`src/frml_pkg.sv`:
```
// Shared types and constants for the frame rate meter / limiter.
// Used by the channel interfaces, the serial divider and the top level.
// No dependencies.
package frml_pkg;

	// Field widths
	localparam int TS_W      = 32;   // millisecond time stamp
	localparam int FT_W      = 16;   // frame time
	localparam int FPS_W     = 22;   // frame rate, Q8
	localparam int DLY_W     = 10;   // limiter delay
	localparam int CFG_W     = 10;   // max_fps register
	localparam int BUD_W     = 10;   // frame budget, floor(1000 / cap)

	// Digit size of the serial time-stamp subtractors
	localparam int DIG_W     = 8;

	// Defaults handed to the top level parameters
	localparam int WINDOW_LEN_DEF = 10;
	localparam int SUM_W_DEF      = FT_W + $clog2(WINDOW_LEN_DEF);

	// Arithmetic constants
	localparam int MS_PER_S   = 1000;
	localparam int RATE_SCALE = 256000;    // 1000 ms * 2^8 fraction
	localparam logic [FPS_W-1:0] FPS_DEFAULT_Q8 = FPS_W'(15360);  // 60.0
	localparam logic [FPS_W-1:0] FPS_MAX_Q8     = '1;
	localparam logic [FT_W-1:0]  FT_MAX         = '1;
	localparam logic [CFG_W-1:0] MAX_FPS_RST    = CFG_W'(60);

	// Event codes
	typedef enum logic {
		OP_BEGIN = 1'b0,
		OP_END   = 1'b1
	} frml_op_t;

	// Divider control and status
	typedef enum logic {
		DIV_FPS = 1'b0,   // full-width rate division
		DIV_BUD = 1'b1    // short budget division
	} frml_div_mode_t;

	typedef struct packed {
		logic           start;
		frml_div_mode_t mode;
	} frml_div_cmd_t;

	typedef struct packed {
		logic busy;
		logic done;
	} frml_div_sts_t;

endpackage

```
`src/frml_ifs.sv`:
```
// Valid/ready channel interfaces: frame events in, results out, max_fps writes.
// Depends on frml_pkg.
interface frml_in_if import frml_pkg::*; ();
	logic            valid;
	logic            ready;
	frml_op_t        opcode;
	logic [TS_W-1:0] now_ms;

	modport source (output valid, opcode, now_ms, input ready);
	modport sink   (input valid, opcode, now_ms, output ready);
endinterface

interface frml_out_if import frml_pkg::*; ();
	logic             valid;
	logic             ready;
	logic [FPS_W-1:0] fps_q8;
	logic [FT_W-1:0]  frame_time_ms;
	logic [DLY_W-1:0] delay_ms;

	modport source (output valid, fps_q8, frame_time_ms, delay_ms, input ready);
	modport sink   (input valid, fps_q8, frame_time_ms, delay_ms, output ready);
endinterface

interface frml_cfg_if import frml_pkg::*; ();
	logic             valid;
	logic             ready;
	logic [CFG_W-1:0] max_fps;

	modport source (output valid, max_fps, input ready);
	modport sink   (input valid, max_fps, output ready);
endinterface

```
`src/frame_rate_meter_limiter_top.sv`:
```
// Frame rate meter and limiter, top level: event sequencer, frame-time ring,
// running window sum and result register.
// Depends on frml_pkg, frml_ifs (channel interfaces) and frml_div.
//
//   channel  | dir | payload                                  | accepted when
//   ---------+-----+------------------------------------------+--------------------
//   events   | in  | opcode, now_ms                           | valid && ready
//   results  | out | fps_q8, frame_time_ms, delay_ms          | valid && ready
//   cfg      | in  | max_fps                                  | valid && ready
//
// A begin item is absorbed in the cycle it is taken. An end item passes through
// two 8-bit-per-cycle time-stamp subtractors, then the shared bit-serial divider
// for the rate and the budget.
// One item is worked on at a time; the result register lets the next item
// start while the previous result waits for results.ready.
// Reset clears the control registers, not the ring, which reads as zero until filled.
module frame_rate_meter_limiter_top import frml_pkg::*; #(
	parameter int WINDOW_LEN = WINDOW_LEN_DEF
) (
	input  logic       clk,
	input  logic       arst_n,
	frml_in_if.sink    events,
	frml_out_if.source results,
	frml_cfg_if.sink   cfg
);

	localparam int SUM_W     = FT_W + $clog2(WINDOW_LEN);
	localparam int CNT_W     = $clog2(WINDOW_LEN + 1);
	localparam int IDX_W     = (WINDOW_LEN > 1) ? $clog2(WINDOW_LEN) : 1;
	localparam int NUM_W     = $clog2(RATE_SCALE * WINDOW_LEN + 1);
	localparam int DVD_W     = (NUM_W > FPS_W) ? NUM_W : FPS_W;
	localparam int DVS_W     = (SUM_W > BUD_W) ? SUM_W : BUD_W;
	localparam int SUB_STEPS = TS_W / DIG_W;
	localparam int SC_W      = (SUB_STEPS > 1) ? $clog2(SUB_STEPS) : 1;

	typedef enum logic [2:0] {
		S_IDLE,
		S_SUB,
		S_UPD,
		S_FSET,
		S_FDIV,
		S_BSET,
		S_BDIV,
		S_DONE
	} state_t;

	state_t             state_q;
	logic [SC_W-1:0]    dig_cnt_q;
	logic [CFG_W-1:0]   max_fps_q;
	logic [TS_W-1:0]    begin_q;
	logic [TS_W-1:0]    prev_end_q;
	logic               seen_q;
	logic               first_q;
	logic [IDX_W-1:0]   wr_idx_q;
	logic [CNT_W-1:0]   fill_q;
	logic [SUM_W-1:0]   sum_q;
	logic [FT_W-1:0]    ft_q;
	logic [FPS_W-1:0]   fps_q;
	logic [BUD_W-1:0]   budget_q;
	logic               out_valid_q;
	logic [FPS_W-1:0]   out_fps_q;
	logic [FT_W-1:0]    out_ft_q;
	logic [DLY_W-1:0]   out_dly_q;

	// Serial subtractor operands and results
	logic [TS_W-1:0]    now_sh_q;
	logic [TS_W-1:0]    pe_sh_q;
	logic [TS_W-1:0]    fb_sh_q;
	logic [TS_W-1:0]    ft_diff_q;
	logic [TS_W-1:0]    el_diff_q;
	logic               c_ft_q;
	logic               c_el_q;

	// Frame-time ring
	logic [FT_W-1:0]    ring_q [WINDOW_LEN];
	logic [FT_W-1:0]    ring_rd_q;

	logic               accept;
	logic               accept_end;
	logic [DIG_W:0]     ft_dig;
	logic [DIG_W:0]     el_dig;
	logic [FT_W-1:0]    ft_new;
	logic [FT_W-1:0]    ft_old;
	logic [CFG_W-1:0]   cap;
	logic [DLY_W-1:0]   delay;
	logic               out_free;

	frml_div_cmd_t      div_cmd;
	frml_div_sts_t      div_sts;
	logic [DVD_W-1:0]   div_dvd;
	logic [DVS_W-1:0]   div_dvs;
	logic [DVD_W-1:0]   div_quo;

	// Handshakes
	assign events.ready = (state_q == S_IDLE);
	assign accept       = events.valid && events.ready;
	assign accept_end   = accept && (events.opcode == OP_END);
	assign cfg.ready    = 1'b1;
	assign out_free     = !out_valid_q || results.ready;

	// One digit of each time-stamp difference per cycle
	assign ft_dig = {1'b0, now_sh_q[DIG_W-1:0]} + {1'b0, ~pe_sh_q[DIG_W-1:0]}
		+ {{DIG_W{1'b0}}, c_ft_q};
	assign el_dig = {1'b0, now_sh_q[DIG_W-1:0]} + {1'b0, ~fb_sh_q[DIG_W-1:0]}
		+ {{DIG_W{1'b0}}, c_el_q};

	// Saturated frame time; the slot being replaced is zero until the ring has filled
	always_comb begin
		if (first_q) begin
			ft_new = '0;
		end else if (|ft_diff_q[TS_W-1:FT_W]) begin
			ft_new = FT_MAX;
		end else begin
			ft_new = ft_diff_q[FT_W-1:0];
		end
		ft_old = (fill_q == CNT_W'(WINDOW_LEN)) ? ring_rd_q : '0;
	end

	// Limiter delay from budget and elapsed time
	always_comb begin
		if (|el_diff_q[TS_W-1:BUD_W]) begin
			delay = '0;
		end else if (budget_q > el_diff_q[BUD_W-1:0]) begin
			delay = DLY_W'(budget_q - el_diff_q[BUD_W-1:0]);
		end else begin
			delay = '0;
		end
	end

	// Divider operands
	assign cap          = (max_fps_q == '0) ? CFG_W'(1) : max_fps_q;
	assign div_cmd.start = ((state_q == S_FSET) && (sum_q != '0)) || (state_q == S_BSET);
	assign div_cmd.mode  = (state_q == S_BSET) ? DIV_BUD : DIV_FPS;
	always_comb begin
		if (state_q == S_BSET) begin
			div_dvd = DVD_W'(MS_PER_S) << (DVD_W - BUD_W);
			div_dvs = DVS_W'(cap);
		end else begin
			div_dvd = DVD_W'(RATE_SCALE * fill_q);
			div_dvs = DVS_W'(sum_q);
		end
	end

	frml_div #(
		.DVD_W (DVD_W),
		.DVS_W (DVS_W)
	) u_div (
		.clk      (clk),
		.arst_n   (arst_n),
		.cmd      (div_cmd),
		.dividend (div_dvd),
		.divisor  (div_dvs),
		.sts      (div_sts),
		.quotient (div_quo)
	);

	// Sequencer, block state and result register
	always_ff @(posedge clk or negedge arst_n) begin
		if (!arst_n) begin
			state_q     <= S_IDLE;
			dig_cnt_q   <= '0;
			max_fps_q   <= MAX_FPS_RST;
			begin_q     <= '0;
			prev_end_q  <= '0;
			seen_q      <= 1'b0;
			first_q     <= 1'b0;
			wr_idx_q    <= '0;
			fill_q      <= '0;
			sum_q       <= '0;
			ft_q        <= '0;
			fps_q       <= '0;
			budget_q    <= '0;
			out_valid_q <= 1'b0;
			out_fps_q   <= '0;
			out_ft_q    <= '0;
			out_dly_q   <= '0;
		end else begin
			if (cfg.valid && cfg.ready) begin
				max_fps_q <= cfg.max_fps;
			end
			if (out_valid_q && results.ready) begin
				out_valid_q <= 1'b0;
			end
			unique case (state_q)
				S_IDLE: begin
					if (accept) begin
						if (events.opcode == OP_END) begin
							first_q    <= !seen_q;
							seen_q     <= 1'b1;
							prev_end_q <= events.now_ms;
							dig_cnt_q  <= '0;
							state_q    <= S_SUB;
						end else begin
							begin_q <= events.now_ms;
						end
					end
				end
				S_SUB: begin
					dig_cnt_q <= dig_cnt_q + 1'b1;
					if (dig_cnt_q == SC_W'(SUB_STEPS - 1)) begin
						state_q <= S_UPD;
					end
				end
				S_UPD: begin
					ft_q  <= ft_new;
					sum_q <= sum_q - SUM_W'(ft_old) + SUM_W'(ft_new);
					wr_idx_q <= (wr_idx_q == IDX_W'(WINDOW_LEN - 1)) ? '0 : wr_idx_q + 1'b1;
					if (fill_q != CNT_W'(WINDOW_LEN)) begin
						fill_q <= fill_q + 1'b1;
					end
					state_q <= S_FSET;
				end
				S_FSET: begin
					if (sum_q == '0) begin
						fps_q   <= FPS_DEFAULT_Q8;
						state_q <= S_BSET;
					end else begin
						state_q <= S_FDIV;
					end
				end
				S_FDIV: begin
					if (div_sts.done) begin
						fps_q   <= (div_quo > DVD_W'(FPS_MAX_Q8)) ? FPS_MAX_Q8
							: div_quo[FPS_W-1:0];
						state_q <= S_BSET;
					end
				end
				S_BSET: begin
					state_q <= S_BDIV;
				end
				S_BDIV: begin
					if (div_sts.done) begin
						budget_q <= div_quo[BUD_W-1:0];
						state_q  <= S_DONE;
					end
				end
				S_DONE: begin
					if (out_free) begin
						out_valid_q <= 1'b1;
						out_fps_q   <= fps_q;
						out_ft_q    <= ft_q;
						out_dly_q   <= delay;
						state_q     <= S_IDLE;
					end
				end
				default: begin
					state_q <= S_IDLE;
				end
			endcase
		end
	end

	// Digit-serial subtractors: now - prev_end and now - frame_begin
	always_ff @(posedge clk) begin
		if (accept_end) begin
			now_sh_q <= events.now_ms;
			pe_sh_q  <= prev_end_q;
			fb_sh_q  <= begin_q;
			c_ft_q   <= 1'b1;
			c_el_q   <= 1'b1;
		end else if (state_q == S_SUB) begin
			now_sh_q  <= now_sh_q >> DIG_W;
			pe_sh_q   <= pe_sh_q >> DIG_W;
			fb_sh_q   <= fb_sh_q >> DIG_W;
			ft_diff_q <= {ft_dig[DIG_W-1:0], ft_diff_q[TS_W-1:DIG_W]};
			el_diff_q <= {el_dig[DIG_W-1:0], el_diff_q[TS_W-1:DIG_W]};
			c_ft_q    <= ft_dig[DIG_W];
			c_el_q    <= el_dig[DIG_W];
		end
	end

	// Ring memory: read the slot to be replaced at accept, write it in the update step
	always_ff @(posedge clk) begin
		if (accept_end) begin
			ring_rd_q <= ring_q[wr_idx_q];
		end
		if (state_q == S_UPD) begin
			ring_q[wr_idx_q] <= ft_new;
		end
	end

	assign results.valid         = out_valid_q;
	assign results.fps_q8        = out_fps_q;
	assign results.frame_time_ms = out_ft_q;
	assign results.delay_ms      = out_dly_q;

`ifndef SYNTHESIS
	a_fill_tracks_index: assert property (@(posedge clk) disable iff (!arst_n)
		(fill_q < CNT_W'(WINDOW_LEN)) |-> (CNT_W'(wr_idx_q) == fill_q))
		else $error("ring write index out of step with fill count");
	a_index_range: assert property (@(posedge clk) disable iff (!arst_n)
		wr_idx_q <= IDX_W'(WINDOW_LEN - 1))
		else $error("ring write index out of range");
	a_idle_div: assert property (@(posedge clk) disable iff (!arst_n)
		events.ready |-> !div_sts.busy)
		else $error("new item taken while divider is running");
	a_hold_done: assert property (@(posedge clk) disable iff (!arst_n)
		(state_q == S_DONE && out_valid_q && !results.ready) |=> state_q == S_DONE)
		else $error("finished item dropped while result register is full");
`endif

endmodule

```
`src/frml_div.sv`:
```
// Restoring divider, one quotient bit per cycle.
// Rate mode runs DVD_W steps, budget mode runs BUD_W steps on a left-aligned dividend.
// Depends on frml_pkg.
module frml_div import frml_pkg::*; #(
	parameter int DVD_W = FPS_W,
	parameter int DVS_W = SUM_W_DEF
) (
	input  logic              clk,
	input  logic              arst_n,
	input  frml_div_cmd_t     cmd,
	input  logic [DVD_W-1:0]  dividend,
	input  logic [DVS_W-1:0]  divisor,
	output frml_div_sts_t     sts,
	output logic [DVD_W-1:0]  quotient
);

	localparam int CNT_W = $clog2(DVD_W + 1);

	logic              busy_q;
	logic              done_q;
	logic [CNT_W-1:0]  cnt_q;
	logic [DVS_W-1:0]  rem_q;
	logic [DVS_W-1:0]  dvs_q;
	logic [DVD_W-1:0]  num_q;
	logic [DVD_W-1:0]  quo_q;

	logic [DVS_W:0]    trial;
	logic [DVS_W:0]    diff;
	logic              ge;

	// One trial subtraction per step
	assign trial = {rem_q, num_q[DVD_W-1]};
	assign diff  = trial - {1'b0, dvs_q};
	assign ge    = (trial >= {1'b0, dvs_q});

	// Step control
	always_ff @(posedge clk or negedge arst_n) begin
		if (!arst_n) begin
			busy_q <= 1'b0;
			done_q <= 1'b0;
			cnt_q  <= '0;
		end else begin
			done_q <= 1'b0;
			if (cmd.start) begin
				busy_q <= 1'b1;
				cnt_q  <= (cmd.mode == DIV_BUD) ? CNT_W'(BUD_W) : CNT_W'(DVD_W);
			end else if (busy_q) begin
				cnt_q <= cnt_q - 1'b1;
				if (cnt_q == CNT_W'(1)) begin
					busy_q <= 1'b0;
					done_q <= 1'b1;
				end
			end
		end
	end

	// Shift registers for remainder, dividend and quotient
	always_ff @(posedge clk) begin
		if (cmd.start) begin
			rem_q <= '0;
			dvs_q <= divisor;
			num_q <= dividend;
			quo_q <= '0;
		end else if (busy_q) begin
			rem_q <= ge ? diff[DVS_W-1:0] : trial[DVS_W-1:0];
			num_q <= {num_q[DVD_W-2:0], 1'b0};
			quo_q <= {quo_q[DVD_W-2:0], ge};
		end
	end

	assign sts.busy = busy_q;
	assign sts.done = done_q;
	assign quotient = quo_q;

`ifndef SYNTHESIS
	a_no_restart: assert property (@(posedge clk) disable iff (!arst_n)
		cmd.start |-> !busy_q)
		else $error("divider started while busy");
	a_done_after_busy: assert property (@(posedge clk) disable iff (!arst_n)
		done_q |-> $past(busy_q) && !busy_q)
		else $error("divider done without a finished run");
	a_busy_count: assert property (@(posedge clk) disable iff (!arst_n)
		busy_q |-> cnt_q != '0)
		else $error("divider busy with zero step count");
`endif

endmodule

```
`src/flat_wrapper.sv`:
```
// flat-port wrapper written by rule: the top's interface ports become plain ports
module frame_rate_meter_limiter_top_flat import frml_pkg::*;
#(
	parameter int WINDOW_LEN = WINDOW_LEN_DEF
)
  (clk, arst_n, events_valid, events_opcode, events_now_ms, events_ready, results_valid, results_fps_q8, results_frame_time_ms, results_delay_ms, results_ready, cfg_valid, cfg_max_fps, cfg_ready);
  frml_in_if events_i ();
  frml_out_if results_i ();
  frml_cfg_if cfg_i ();
  input  logic clk;
  input  logic arst_n;
  input wire logic [$bits(events_i.valid)-1:0] events_valid;
  input wire logic [$bits(events_i.opcode)-1:0] events_opcode;
  input wire logic [$bits(events_i.now_ms)-1:0] events_now_ms;
  output wire logic [$bits(events_i.ready)-1:0] events_ready;
  output wire logic [$bits(results_i.valid)-1:0] results_valid;
  output wire logic [$bits(results_i.fps_q8)-1:0] results_fps_q8;
  output wire logic [$bits(results_i.frame_time_ms)-1:0] results_frame_time_ms;
  output wire logic [$bits(results_i.delay_ms)-1:0] results_delay_ms;
  input wire logic [$bits(results_i.ready)-1:0] results_ready;
  input wire logic [$bits(cfg_i.valid)-1:0] cfg_valid;
  input wire logic [$bits(cfg_i.max_fps)-1:0] cfg_max_fps;
  output wire logic [$bits(cfg_i.ready)-1:0] cfg_ready;
  assign events_i.valid = events_valid;
  assign events_i.opcode = events_opcode;
  assign events_i.now_ms = events_now_ms;
  assign events_ready = events_i.ready;
  assign results_valid = results_i.valid;
  assign results_fps_q8 = results_i.fps_q8;
  assign results_frame_time_ms = results_i.frame_time_ms;
  assign results_delay_ms = results_i.delay_ms;
  assign results_i.ready = results_ready;
  assign cfg_i.valid = cfg_valid;
  assign cfg_i.max_fps = cfg_max_fps;
  assign cfg_ready = cfg_i.ready;
  frame_rate_meter_limiter_top #(.WINDOW_LEN(WINDOW_LEN)) u_core (.clk(clk), .arst_n(arst_n), .events(events_i), .results(results_i), .cfg(cfg_i));
endmodule
```
`config.mk`:
```
export PLATFORM = sky130hd
export DESIGN_NAME = frame_rate_meter_limiter_top_flat
export DESIGN_NICKNAME = d
export VERILOG_FILES = /design/src/frml_pkg.sv /design/src/frml_ifs.sv /design/src/frame_rate_meter_limiter_top.sv /design/src/frml_div.sv /design/src/flat_wrapper.sv
export SDC_FILE = /design/constraint.sdc
export NUM_CORES = 1
export LEC_CHECK = 0
export ABC_AREA = 0
export CAP_MARGIN = 0
export CORE_ASPECT_RATIO = 1.75
export CORE_MARGIN = 5
export CORE_UTILIZATION = 45
export CTS_BUF_LIST = sky130_fd_sc_hd__clkbuf_2 sky130_fd_sc_hd__clkbuf_4 sky130_fd_sc_hd__clkbuf_8
export DETAILED_ROUTE_END_ITERATION = 8
export DONT_BUFFER_PORTS = 1
export HOLD_SLACK_MARGIN = 0.05
export PLACE_DENSITY = 0.6
export SLEW_MARGIN = 20
export SYNTH_ARGS = -nofsm -noshare
export SYNTH_HDL_FRONTEND = slang
export SYNTH_SLANG_ARGS = --single-unit
```
`constraint.sdc`:
```
create_clock -name clk -period 8.06 [get_ports clk]
set_input_delay 1.612 -clock clk [delete_from_list [all_inputs] [get_ports clk]]
set_output_delay 1.612 -clock clk [all_outputs]
set_load 0.005 [all_outputs]
```
==> impl_metrics.ini <==
[power]
total_power_uw = 12500
p_clk_share_pct = 20.3
switching_share_pct = 37.2
p_leak_uw = 0.0128
ir_drop_mv = 0.392
intPower_uw = 7860
combPwrFrac_pct = 40.4
seqPwrFrac_pct = 39.3
cellPowerDensity_nw_per_um2 = 409
power.net_switching_uw = 4660

[placed_design]
pre_cts_slack_ns = 3.72
gp_congestion = 0.824
numPortBuffers = 0
place_inst = 2982
dp_hpwl_um = 40700

[worst_setup_path]
regToRegEndpoint = u_core.sum_q[19]$_DFFE_PN0P_
path_buf_inv = 2
criticalPathCategory = reg2reg
rrSetupSlack_ns = 3.66
setup.worst_path.start = u_core.fill_q[0]$_DFFE_PN0P_
cp_cell_sequence = inv_1, ha_1, and3_1, fa_1, inv_1, ha_1, a211oi_1, o21ai_1, a41oi_2, o2111ai_1, a2111o_1, a31oi_1, xnor2_1, o21ai_1
cp_max_fo = 17
cp.depth = 14
worstSetupEndpoint = u_core.sum_q[19]$_DFFE_PN0P_
required_ns = 8.60
critical_path_arrival_ns = 4.94
cp_slowest_cell = ha_1
cp_top_family = compound AO/OA/AOI/OAI gates
r2r_start = u_core.fill_q[0]$_DFFE_PN0P_
crit_path_start_kind = flip-flop
reg2regPathDepth = 14
crit_path_max_incr_delay_ns = 0.52
cp-end-kind = flip-flop

[routing]
via_count = 16500
wl_per_cell_um = 18.7
dr.pass1.iters = 5
final_antenna_net_count = 0
drt-initial-drc-count = 785
viasPerCell = 5.24
wl_um = 58900
post-route-drc-count = 0

[timing]
fin_skew_ns = 0.0253
setup_viol = 0
min_period_ns = 4.40
layout_setup_ws_ns = 3.66
hold_viol = 0
fin_tns_setup_ns = 0
max_slew_margin_pct = 27.9
maxSlewViolCount = 0
max_freq_mhz = 227
rsz0062_at_grt = no
min_period_over_period_pct = 54.6
tightestPinTransition_ns = 1.08

[yosys]
yosys-top-cells-count = nand2_1 (407), edfxtp_1 (367), dfrtp_1 (209)
seq_area_frac_synth_pct = 61.9
synth-seq-cells = 624
synth_nets = 2421
yosysTopAreaCell = edfxtp_1
syn_area_um2 = 27800
async_flop_share_pct = 34.1
synth-edff-count = 367
synth_top_flop_cell = edfxtp_1
synth_cell_types = 73
synthCells = 2259
synth_warnings = 0
synth.most_common_cell = nand2_1
synth_top_area_share_pct = 39.6
syn_area_per_cell_um2 = 12.3
ys_top_cells_by_area = edfxtp_1 (40%), dfrtp_1 (19%), nand2_1 (5.5%), ha_1 (3.8%), mux2_2 (3.6%)

[global_route]
track_usage_pct = 17.8
grt_pass1_vias = 17300
grt_antenna_before_repair = 1
grt_first_pass_wirelength_um = 94600
grt_max_degree = 214
overflow = 0

[clocking]
cts_root_buffer = clkbuf_8
clk_pin_slew_worst_paths_ns = 0.06
cts_hold_buf = 0
clk_latency_ns = 0.70
cts_inserted_buffers = 91
clock_sinks = 624
cts-htree-levels = 3
clk_path_buf_depth = 3
postCtsSetupRepairBufs = 0
cts_tree = built
cts_resized = 0

[floorplan]
initial_core_util_pct = 45.4
fp.dieW_um = 198
dieArea_um2 = 67100
placementRows = 120
dieHeight_um = 339
core_um2 = 61300
num_io_pins = 99

[layout]
drive_gt1_share_pct = 14.5
syn_to_final_growth_pct = 9.87
instances_no_fill = 3147
fillerInstances = 5395
final_nets = 2444

[run_status]
status = finished clean

[flow_run]
drv_cap = 0

[min_path]
hold_path.class = reg2reg
==> routing by layer <==
metal	global-route usage (%)	part of all wire, %	vias up
met5	0	0	-
met4	7.74	3.8	0
li1	-	-	7972
met3	3.60	4.4	109
met1	19.5	37	8113
met2	32.8	55	284
==> stage by stage <==
stage / hold WS, ns / area, um2 / utilization (%)
floorplan: 0.425 / 27800 / -
global placement: 0.429 / 28700 / 46.9
detailed placement: 0.435 / 28700 / 46.9
CTS: 0.431 / 30600 / 49.9
global route: 0.455 / 30600 / 49.9
finish: 0.444 / 30600 / 49.9
==> cells in the final DEF, fill, tap and decap left out, drive strengths merged, types with 53 or more instances in the layout <==
cell type  netlist  final
a21oi           82     82
clkbuf          85    137
dfrtp          209    209
edfxtp         367    367
ha              85     85
inv            163    165
mux2            92     92
mux2i           53     53
nand2          407    407
nor2            78     78
o21ai          144    144
==> kinds of logic (layout without fill, tap and decap cells) <==
| logic type | count (synthesis) | after routing | share of synthesized area, % |
|---|---|---|---|
| AOI/OAI and AO/OA | 351 | 351 | 7.73 |
| xor gates and xnor gates | 59 | 59 | 1.86 |
| adders and majority gates | 114 | 114 | 5.91 |
| buffers and inverters | 259 | 353 | 3.60 |
| DFF | 624 | 624 | 61.9 |
| muxes | 177 | 177 | 8.22 |
| other | 1 | 2 | 0.0135 |
| and+or+nand+nor | 674 | 674 | 10.7 |
==> area by class of cell <==
cell class	count	area (um2)	area share (%)
Antenna cell	1	2.50	0.00818
Tap cell	793	992	3.25
Clock buffer	137	1670	5.47
Sequential cell	624	17200	56.4
Timing Repair Buffer	25	188	0.614
Clock inverter	27	165	0.540
Multi-Input combinational cell	1376	9700	31.7
Inverter	164	617	2.02
==> worst min-delay path by stage <==
stage                                                      start                             end  cells past startpoint
after detailed placement          u_core.ft_diff_q[17]$_DFFE_PP_   u_core.ft_diff_q[9]$_DFFE_PP_                      0
after floorplan           u_core.u_div.quotient[10]$_SDFFE_PN0P_    u_core.fps_q[10]$_DFFE_PN0P_                      2
final                     u_core.u_div.quotient[10]$_SDFFE_PN0P_    u_core.fps_q[10]$_DFFE_PN0P_                      2
after global routing              u_core.el_diff_q[27]$_DFFE_PP_  u_core.el_diff_q[19]$_DFFE_PP_                      0
after CTS                 u_core.u_div.quotient[10]$_SDFFE_PN0P_    u_core.fps_q[10]$_DFFE_PN0P_                      2
after global placement            u_core.ft_diff_q[16]$_DFFE_PP_   u_core.ft_diff_q[8]$_DFFE_PP_                      0
==> power groups by stage <==
stage | Sequential (uW) | Combinational (uW) | Clock [uW]
floorplan | 4770 | 4000 | 0
global placement | 4960 | 4960 | 0
detailed placement | 5000 | 5090 | 0
CTS | 4930 | 5110 | 2650
global route | 5010 | 5700 | 2770
finish | 4920 | 5050 | 2550
==> worst reg2reg max path, cell delays in order (launching register included) <==
cell	delay [ns]
dfrtp_1	0.46
inv_1	0.30
ha_1	0.52
and3_1	0.25
fa_1	0.42
inv_1	0.13
ha_1	0.27
a211oi_1	0.35
o21ai_1	0.20
a41oi_2	0.35
o2111ai_1	0.21
a2111o_1	0.40
a31oi_1	0.19
xnor2_1	0.15
o21ai_1	0.08
==> flip-flops by register name, summed over array words and instances (netlist names), 20 cells and up <==
signal                 cells
u_core.ring_q            160
u_core.begin_q            32
u_core.el_diff_q          32
u_core.fb_sh_q            32
u_core.ft_diff_q          32
u_core.now_sh_q           32
u_core.pe_sh_q            32
u_core.prev_end_q         32
u_core.fps_q              22
u_core.results.fps_q8     22
u_core.u_div.quotient     22
u_core.sum_q              20
u_core.u_div.dvs_q        20
u_core.u_div.rem_q        20
(Power assumes the default switching activity.)
